<file path="config.mk">
export PLATFORM = sky130hd
export DESIGN_NAME = gpio_register_block_top
export DESIGN_NICKNAME = d
export VERILOG_FILES = /design/src/design/grb_pkg.sv /design/src/design/grb_regs.sv /design/src/design/gpio_register_block_top.sv
export SDC_FILE = /design/constraint.sdc
export NUM_CORES = 1
export LEC_CHECK = 0
export BUFFER_PORTS_ARGS = -buffer_cell sky130_fd_sc_hd__buf_4
export CAP_MARGIN = 30
export CORE_UTILIZATION = 45
export CTS_CLUSTER_DIAMETER = 60
export CTS_CLUSTER_SIZE = 12
export DETAILED_ROUTE_END_ITERATION = 10
export PLACE_DENSITY = 0.67
export SLEW_MARGIN = 20
export SYNTH_ARGS = -nofsm -noshare
export SYNTH_HDL_FRONTEND = slang
export SYNTH_SLANG_ARGS = --single-unit
</file>
<file path="constraint.sdc">
create_clock -name clk_i -period 6.9 [get_ports clk_i]
set_input_delay 0.345 -clock clk_i [delete_from_list [all_inputs] [get_ports clk_i]]
set_output_delay 0.345 -clock clk_i [all_outputs]
set_load 0.01 [all_outputs]
</file>
<file path="src/design/grb_pkg.sv">
// Package for the GPIO register block: beat types, word codes and pin constants.
`default_nettype none

package grb_pkg;

  localparam int unsigned NumPins     = 32;
  localparam int unsigned FselWords   = 4;
  localparam int unsigned PinsPerWord = 10;
  localparam int unsigned FselBits    = 3 * PinsPerWord;

  localparam logic [31:0] PinMask = 32'((64'(1) << NumPins) - 64'(1));

  localparam logic [5:0] WordSet    = 6'd7;
  localparam logic [5:0] WordClr    = 6'd10;
  localparam logic [5:0] WordLev    = 6'd13;
  localparam logic [5:0] WordPud    = 6'd37;
  localparam logic [5:0] WordPudClk = 6'd38;

  localparam logic [2:0] FselOutput = 3'h1;

  typedef enum logic {
    OpRead  = 1'b0,
    OpWrite = 1'b1
  } grb_op_e;

  typedef struct packed {
    grb_op_e     op;
    logic [5:0]  word_index;
    logic [31:0] write_data;
    logic [31:0] pins_in;
  } grb_req_t;

  typedef struct packed {
    logic [31:0] read_data;
    logic [31:0] drive_enable;
    logic [31:0] drive_value;
    logic [63:0] pull_states;
  } grb_rsp_t;

  // Select bits of implemented pins within one select word.
  function automatic logic [FselBits-1:0] fsel_mask(input logic [1:0] w);
    logic [FselBits-1:0] m;
    m = '0;
    for (int k = 0; k < PinsPerWord; k++) begin
      if ((int'(w) * PinsPerWord + k) < NumPins) begin
        m[k*3 +: 3] = 3'h7;
      end
    end
    return m;
  endfunction

endpackage

`default_nettype wire

</file>
<file path="src/design/grb_regs.sv">
// Register state of the GPIO block: access decode, update and result word.
`default_nettype none

module grb_regs (
  input  wire logic              clk_i,
  input  wire logic              rst_ni,
  input  wire grb_pkg::grb_req_t req_i,
  input  wire logic              upd_i,
  output grb_pkg::grb_rsp_t      rsp_o
);
  import grb_pkg::*;

  logic [FselBits-1:0] fsel_q [FselWords];
  logic [FselBits-1:0] fsel_d [FselWords];
  logic [31:0]         latch_q, latch_d;
  logic [1:0]          pud_q, pud_d;
  logic [1:0]          pull_q [NumPins];
  logic [1:0]          pull_d [NumPins];
  logic                wr;
  logic [31:0]         en;

  assign wr = (req_i.op == OpWrite);

  always_comb begin
    fsel_d  = fsel_q;
    latch_d = latch_q;
    pud_d   = pud_q;
    pull_d  = pull_q;
    if (wr) begin
      if (req_i.word_index < 6'(FselWords)) begin
        fsel_d[req_i.word_index[1:0]] = req_i.write_data[FselBits-1:0] &
                                        fsel_mask(req_i.word_index[1:0]);
      end else if (req_i.word_index == WordSet) begin
        latch_d = (latch_q | req_i.write_data) & PinMask;
      end else if (req_i.word_index == WordClr) begin
        latch_d = latch_q & ~req_i.write_data & PinMask;
      end else if (req_i.word_index == WordPud) begin
        pud_d = req_i.write_data[1:0];
      end else if (req_i.word_index == WordPudClk) begin
        for (int i = 0; i < NumPins; i++) begin
          if (req_i.write_data[i]) begin
            pull_d[i] = pud_q;
          end
        end
      end
    end
  end

  always_comb begin
    en = '0;
    for (int i = 0; i < NumPins; i++) begin
      en[i] = (fsel_d[i / PinsPerWord][(i % PinsPerWord)*3 +: 3] == FselOutput);
    end
  end

  always_comb begin
    rsp_o.read_data = '0;
    if (!wr) begin
      if (req_i.word_index < 6'(FselWords)) begin
        rsp_o.read_data = 32'(fsel_d[req_i.word_index[1:0]]);
      end else if (req_i.word_index == WordLev) begin
        rsp_o.read_data = ((latch_d & en) | (req_i.pins_in & ~en)) & PinMask;
      end else if (req_i.word_index == WordPud) begin
        rsp_o.read_data = 32'(pud_d);
      end
    end
    rsp_o.drive_enable = en;
    rsp_o.drive_value  = latch_d;
    rsp_o.pull_states  = '0;
    for (int i = 0; i < NumPins; i++) begin
      rsp_o.pull_states[2*i +: 2] = pull_d[i];
    end
  end

  always_ff @(posedge clk_i or negedge rst_ni) begin
    if (!rst_ni) begin
      for (int w = 0; w < FselWords; w++) fsel_q[w] <= '0;
      latch_q <= '0;
      pud_q   <= '0;
      for (int i = 0; i < NumPins; i++) pull_q[i] <= '0;
    end else if (upd_i) begin
      fsel_q  <= fsel_d;
      latch_q <= latch_d;
      pud_q   <= pud_d;
      pull_q  <= pull_d;
    end
  end

  a_set_bits: assert property (@(posedge clk_i) disable iff (!rst_ni)
    upd_i && wr && req_i.word_index == WordSet |=>
    (latch_q & $past(req_i.write_data & PinMask)) == $past(req_i.write_data & PinMask))
    else $error("set write did not raise latch bits");

  a_clr_bits: assert property (@(posedge clk_i) disable iff (!rst_ni)
    upd_i && wr && req_i.word_index == WordClr |=>
    (latch_q & $past(req_i.write_data)) == 32'h0)
    else $error("clear write left latch bits set");

  a_hold: assert property (@(posedge clk_i) disable iff (!rst_ni)
    !upd_i |=> $stable(latch_q) && $stable(pud_q))
    else $error("state changed without an update");

endmodule

`default_nettype wire

</file>
<file path="src/design/gpio_register_block_top.sv">
// Top level of the GPIO register block: input stage, register state, result stage.
//
//   channel  dir  handshake                  payload
//   in       in   in_valid_i / in_ready_o    in_data_i  (grb_req_t)
//   out      out  out_valid_o / out_ready_i  out_data_o (grb_rsp_t)
//
// One beat per cycle while out_ready_i is high; input register, then result register.
// The state update and decode sit between the two registers and are combinational.
// Reset clears the valid flags and register state; pins read input mode, latch zero, no pull.
// A stalled result holds the input stage; in_ready_o follows out_ready_i within the cycle.
`default_nettype none

module gpio_register_block_top (
  input  wire logic              clk_i,
  input  wire logic              rst_ni,
  input  wire logic              in_valid_i,
  output logic                   in_ready_o,
  input  wire grb_pkg::grb_req_t in_data_i,
  output logic                   out_valid_o,
  input  wire logic              out_ready_i,
  output grb_pkg::grb_rsp_t      out_data_o
);
  import grb_pkg::*;

  logic     s1_valid_q;
  grb_req_t s1_data_q;
  logic     out_valid_q;
  grb_rsp_t out_data_q;
  grb_rsp_t rsp;
  logic     adv;

  assign adv        = s1_valid_q && (!out_valid_q || out_ready_i);
  assign in_ready_o = !s1_valid_q || adv;

  grb_regs u_regs (
    .clk_i  (clk_i),
    .rst_ni (rst_ni),
    .req_i  (s1_data_q),
    .upd_i  (adv),
    .rsp_o  (rsp)
  );

  always_ff @(posedge clk_i or negedge rst_ni) begin
    if (!rst_ni) begin
      s1_valid_q  <= 1'b0;
      out_valid_q <= 1'b0;
    end else begin
      if (in_ready_o) begin
        s1_valid_q <= in_valid_i;
      end
      if (adv) begin
        out_valid_q <= 1'b1;
      end else if (out_ready_i) begin
        out_valid_q <= 1'b0;
      end
    end
  end

  always_ff @(posedge clk_i) begin
    if (in_ready_o && in_valid_i) begin
      s1_data_q <= in_data_i;
    end
    if (adv) begin
      out_data_q <= rsp;
    end
  end

  assign out_valid_o = out_valid_q;
  assign out_data_o  = out_data_q;

endmodule

`default_nettype wire

</file>
==> flow_metrics.tcl, run 1 <==
set metrics [dict create \
    synth_top_area_share_pct 35.9 \
    p_total_mw 6.40 \
    portBuffers 236 \
    yosys_warnings 0 \
    netlist_area_mm2 0.0193 \
    grt_max_degree 117 \
    maxCapViolCount 0 \
    drv_slew 0 \
    dp_hpwl_mm 33.5 \
    routed_wl_mm 52.2 \
    gp_congestion 0.876 \
    yosys_most_used_dff "edfxtp_1" \
    arrival_ns 3.92 \
    slew_headroom_pct 32.9 \
    async_flop_share_pct 48.8 \
    synthMostInstantiatedCell "mux2_2" \
    syn2layout_area_growth_pct 23.2 \
    crit_required_ns 7.34 \
    ys_seq_elements 451 \
    clock_skew_ns 0.0175 \
    maxClockFrequency_mhz 288 \
    synth_top_family_by_area "multiplexers" \
    cts_tree "built" \
    hp-class "in -> reg" \
    post-cts-setup-buffers 0 \
    cp-start-kind "flip-flop" \
    powerDensity_mw_per_mm2 269 \
    tns_ns 0 \
    drive_above_1_share_pct 37.5 \
    synth.top_cells.by_count "mux2_2, edfxtp_1, dfrtp_1" \
    path_clk_slew_ns 0.06 \
    first_pass_iters 5 \
    row_count 75 \
    viasPerCell 5.69 \
    grt_pass1_vias 12483 \
    ys_seq_area_share_pct 64.4 \
    worstReg2RegStart "out_valid_o" \
    p_sw_mw 1.56 \
    die_h_um 209 \
    coreArea_mm2 0.0421 \
    drt_iter0_markers 908 \
    p_comb_share_pct 11.6 \
    outcome "finished, final reports clean" \
    initial_core_util_pct 45.8 \
    cts_root_buf "clkbuf_16" \
    clk_path_buf_depth 3 \
    clkPwrFrac_pct 37.5 \
    synth-xor-area-share_pct 0 \
    p_sw_share_pct 24.5 \
    ant_nets 0 \
    fin_crit_sh_pct 50.4 \
    nNetsFinal 1680 \
    die-area_mm2 0.0437 \
    vdd_drop_max_uv 223 \
    yosysTopAreaCell "edfxtp_1" \
    cts_sinks 451 \
    rsz0062_at_grt "no" \
    final-hold-violation-count 0 \
    synthTopCellsByArea "edfxtp_1, dfrtp_1, mux2_2" \
    ios 237 \
    synth_compound_area_share_pct 5.16 \
    dieWidth_um 209 \
    dr_total_vias 12426 \
    synth.area.mux_share_pct 20.0 \
    hp-start "out_ready_i" \
    synth_edf_count 231 \
    worst_pin_slew_ns 1.00 \
    synth_cell_types 51 \
    yosys.area_share.simple_pct 7.67 \
    synth-adder-area-share_pct 0 \
    grtUsageTotal_pct 23.8 \
    syn_inst 1328 \
    antenna_found_initial 1 \
    p_leak_nw 10.4 \
    drc 0 \
    clock_latency_ns 0.57 \
    fin_crit_ns 3.47 \
    seq_power_share_pct 50.9 \
    avgSynthCellArea_um2 14.5 \
    final-setup-viol-count 0 \
    wire_per_inst_um 23.9 \
    numCtsBuffers 46 \
    grt_pass1_wl_mm 77.6 \
    syn_nets 1403 \
    end_kind "flip-flop" \
    h-tree-depth 2 \
    grt-ovfl-total 0 \
    criticalPathCategory "reg -> reg" \
    path_max_fanout 116 \
    power.internal_mw 4.83 \
    crit_path_start "out_valid_o" \
]
-- metrics by stage --
step	std cells	setup WS, ns	hold WS [ns]	instance area (um2)	utilization, %
after floorplan	1328	0.394	0.0494	19300	-
after global placement	2016	3.38	0.332	21500	51.0
after detailed placement	2022	3.33	0.330	21600	51.3
after CTS	2180	3.39	0.0563	23800	56.4
after global routing	2182	3.22	0.102	23800	56.4
final	2182	3.43	0.0860	23800	56.4
-- cell usage in the layout (no fill, tap or decap), types with 4 or more instances in the layout --
cell type and count:
a21oi_1 16, a221o_1 6, a22o_1 26, a22oi_1 6
a2bb2oi_1 10, a31oi_1 9, a32oi_1 7, and2_1 8
and3_1 13, buf_12 5, buf_4 253, clkbuf_1 29
clkbuf_16 49, dfrtp_1 218, dlygate4sd3_1 73, edfxtp_1 231
inv_1 14, mux2_2 270, mux2i_1 57, mux4_2 9
nand2_1 100, nand2b_1 5, nand3_1 7, nand3b_1 8
nand4_1 25, nor2_1 29, nor2_2 4, nor2b_1 32
nor3b_1 31, o21ai_0 24, o22ai_1 18, o2bb2ai_1 10
-- area by class of cell --
type	instances	area, um2
antenna	1	2.50
clock buffer	79	1350
clock inverter	6	72.6
fill	3371	18400
inverter	15	63.8
multi-input combinational	757	6380
sequential	451	12400
tap	539	674
timing repair buffer	334	2800
-- timing repair --
item | 4_1_cts | 5_1_grt
hold buffers | 73 | 0
resized for setup | 0 | 0
hold endpoints to repair | 139 | 0
-- routing by layer --
| layer | wire length [um] | track usage (%) |
|---|---|---|
| met1 | 23200 | 34.0 |
| met2 | 24400 | 36.9 |
| met3 | 3080 | 3.53 |
| met4 | 1610 | 8.80 |
| met5 | 0 | 0 |
-- final timing paths --
check | end | slack (ns) | cells past startpoint
min | out_valid_o | 0.09 | 3
min in group asynchronous | u_regs.pull_q[14] | 0.29 | 2
max reg2reg | u_regs.fsel_q[117] | 3.43 | 5
min reg2reg | u_regs.latch_q[31] | 0.49 | 2
max in group asynchronous | u_regs.fsel_q[45] | 5.40 | 4
max | u_regs.fsel_q[117] | 3.43 | 5
-- cells by family (layout without fill, tap and decap cells) --
logic type | after synthesis | in the layout
AOI/OAI and AO/OA | 139 | 139
muxes | 340 | 340
other | 0 | 1
buffers and inverters | 120 | 434
DFF | 451 | 451
and+or+nand+nor | 278 | 278
-- worst max-delay path: stages (launching register included) --
cell and delay [ns]:
dfrtp_1 0.40, nand2b_1 0.11, nand2_1 0.55, inv_8 0.87, nand3_2 0.81, mux2_2 0.55
-- registers in the layout (all words and copies together), names as in the netlist --
signal,cells
out_valid_o,1
u_regs.pull_q,64
s1_data_q,71
u_regs.latch_q,32
s1_valid_q,1
u_regs.pud_q,2
out_data_o,160
u_regs.fsel_q,120
-- power groups by stage --
stage | combinational [mW] | clock [mW] | sequential, mW
floorplan | 0.375 | 0 | 3.29
global route | 0.799 | 2.55 | 3.28
finish | 0.744 | 2.40 | 3.26
CTS | 0.747 | 2.45 | 3.25
detailed placement | 0.710 | 0 | 3.31
global placement | 0.677 | 0 | 3.31
No activity file was read; power rests on OpenSTA's default activity.
==> run 2: changes to the inputs <==
--- a/config.mk
+++ b/config.mk
@@ -11,7 +11,6 @@
 export CTS_CLUSTER_DIAMETER = 60
 export CTS_CLUSTER_SIZE = 12
 export DETAILED_ROUTE_END_ITERATION = 10
-export PLACE_DENSITY = 0.67
 export SLEW_MARGIN = 20
 export SYNTH_ARGS = -nofsm -noshare
 export SYNTH_HDL_FRONTEND = slang
==> constraint.sdc (replaced) <==
create_clock -name clk_i -period 3.6 [get_ports clk_i]
set_input_delay 0.18 -clock clk_i [delete_from_list [all_inputs] [get_ports clk_i]]
set_output_delay 0.18 -clock clk_i [all_outputs]
set_load 0.01 [all_outputs]
==> run 2 against run 1 <==
Against the previous run: first-iteration DRC count decreased by 4.0%; combinational power increased by 94%; global-route usage increased by 0.79 points; non-clock buffer count increased by 32; cell area increased by 0.25%; total power increased by 88%.
==> flow_metrics.tcl, run 2 (synthesized netlist as in run 1, its figures left out) <==
set metrics [dict create \
    antenna_found_initial 3 \
    coreArea_mm2 0.0421 \
    clock_latency_ns 0.58 \
    ant_nets 0 \
    cts_sinks 451 \
    ios 237 \
    tns_ns 0 \
    dr_total_vias 12369 \
    p_total_mw 12.0 \
    stdcell_count 2212 \
    grt_pass1_wl_mm 80.1 \
    final_common_cell "buf_4" \
    outcome "finished, final reports clean" \
    final-setup-viol-count 0 \
    cp_slowest_stage_delay_ns 0.72 \
    grt_util_met1_pct 35.2 \
    first_pass_iters 5 \
    grt_use_met3_pct 4.66 \
    drv_slew 0 \
    grtUsageTotal_pct 24.6 \
    slew_headroom_pct 28.1 \
    largest_register_ffs 160 \
    path_cells "or4_1 -> nor2_2 -> buf_4 -> and3_1 -> buf_4 -> mux2_2" \
    rsz0062_at_grt "no" \
    drc 0 \
    cp_num_cells 6 \
    fin_crit_sh_pct 78.9 \
    hold_ws_ns 0.274 \
    r2r_slack_ns 0.76 \
    utilization_pct 56.6 \
    p_leak_nw 10.5 \
    busiest_layer "met2" \
    numCtsBuffers 44 \
    crit_slowest_cell "or4_1" \
    row_count 75 \
    initial_core_util_pct 45.8 \
    grt_max_degree 188 \
    setup_slack_ns 0.761 \
    die_h_um 209 \
    path_clk_slew_ns 0.06 \
    cts_tree "built" \
    post_cts_resize_count 0 \
    gp_congestion 0.861 \
    seqCellArea_mm2 0.0124 \
    hp-class "in -> async" \
    dieWidth_um 209 \
    h-tree-depth 2 \
    clock_skew_ns 0.0153 \
    maxCapViolCount 0 \
    cpMostUsedCell "buf_4" \
    dpl-instance-area_mm2 0.0218 \
    drt_iter0_markers 872 \
    vdd_drop_max_uv 345 \
    multiInputGateArea_mm2 0.00637 \
    criticalPathCategory "reg -> reg" \
    maxClockFrequency_mhz 352 \
    arrival_ns 3.29 \
    fin_area_mm2 0.0238 \
    viasPerCell 5.59 \
    nNetsFinal 1710 \
    end_kind "flip-flop" \
    portBuffers 236 \
    place_ws_ns 0.803 \
    drive_above_1_share_pct 38.0 \
    r2r_cells 6 \
    fin_crit_ns 2.84 \
    cp-start-kind "flip-flop" \
    powerDensity_mw_per_mm2 503 \
    final-hold-violation-count 0 \
    cp_num_buf_inv 2 \
    clk_path_buf_depth 3 \
    grt-ovfl-total 0 \
    syn2layout_area_growth_pct 23.5 \
    die-area_mm2 0.0437 \
    fill_cells 3440 \
    wire_per_inst_um 24.0 \
    cts_root_buf "clkbuf_16" \
    worst_pin_slew_ns 1.08 \
    crit_required_ns 4.05 \
    dp_hpwl_mm 34.7 \
    routed_wl_mm 53.0 \
    final_cell_mix "buf_4, mux2_2, edfxtp_1" \
    grt_pass1_vias 12693 \
    cp_top_family "simple AND/OR/NAND/NOR gates" \
    place_inst 2053 \
    grt_use_met2_pct 38.1 \
    path_max_fanout 21 \
]
==> run 2: final timing paths <==
check | from | endpoint
setup reg to reg | s1_data_q[67] | u_regs.fsel_q[46]
setup / recovery | s1_data_q[67] | u_regs.fsel_q[46]
min in group clk_i | in_data_i[52] | s1_data_q[52]
max in group asynchronous | rst_ni | u_regs.pull_q[48]
hold reg to reg | u_regs.latch_q[31] | u_regs.latch_q[31]
hold / removal | rst_ni | u_regs.pull_q[14]
==> run 2: cell type report <==
| type | count | area share [%] |
|---|---|---|
| Inverter | 15 | 0.268 |
| Multi-Input combinational cell | 757 | 26.7 |
| Sequential cell | 451 | 52.2 |
| Timing Repair Buffer | 366 | 12.5 |
| Clock inverter | 3 | 0.110 |
| Clock buffer | 77 | 5.36 |
| Tap cell | 539 | 2.83 |
| Antenna cell | 4 | 0.0420 |
==> run 2: layer usage <==
metal  routed length [um]  vias up
met5                   10        -
met4                 1250        2
met3                 3300       78
met2                24500      393
met1                24000     6347
li1                     -     5549
==> run 2: power breakdown <==
part           leakage (nW)  internal [mW]  total (mW)  switching, mW
Sequential             5.28           5.94        6.23          0.292
Clock                 0.623           2.40        4.33           1.93
Combinational          4.57          0.704        1.44          0.733
==> run 2: what timing repair did <==
item	CTS	global route
hold endpoints to repair	175	0
setup buffers	0	0
hold buffers	75	0
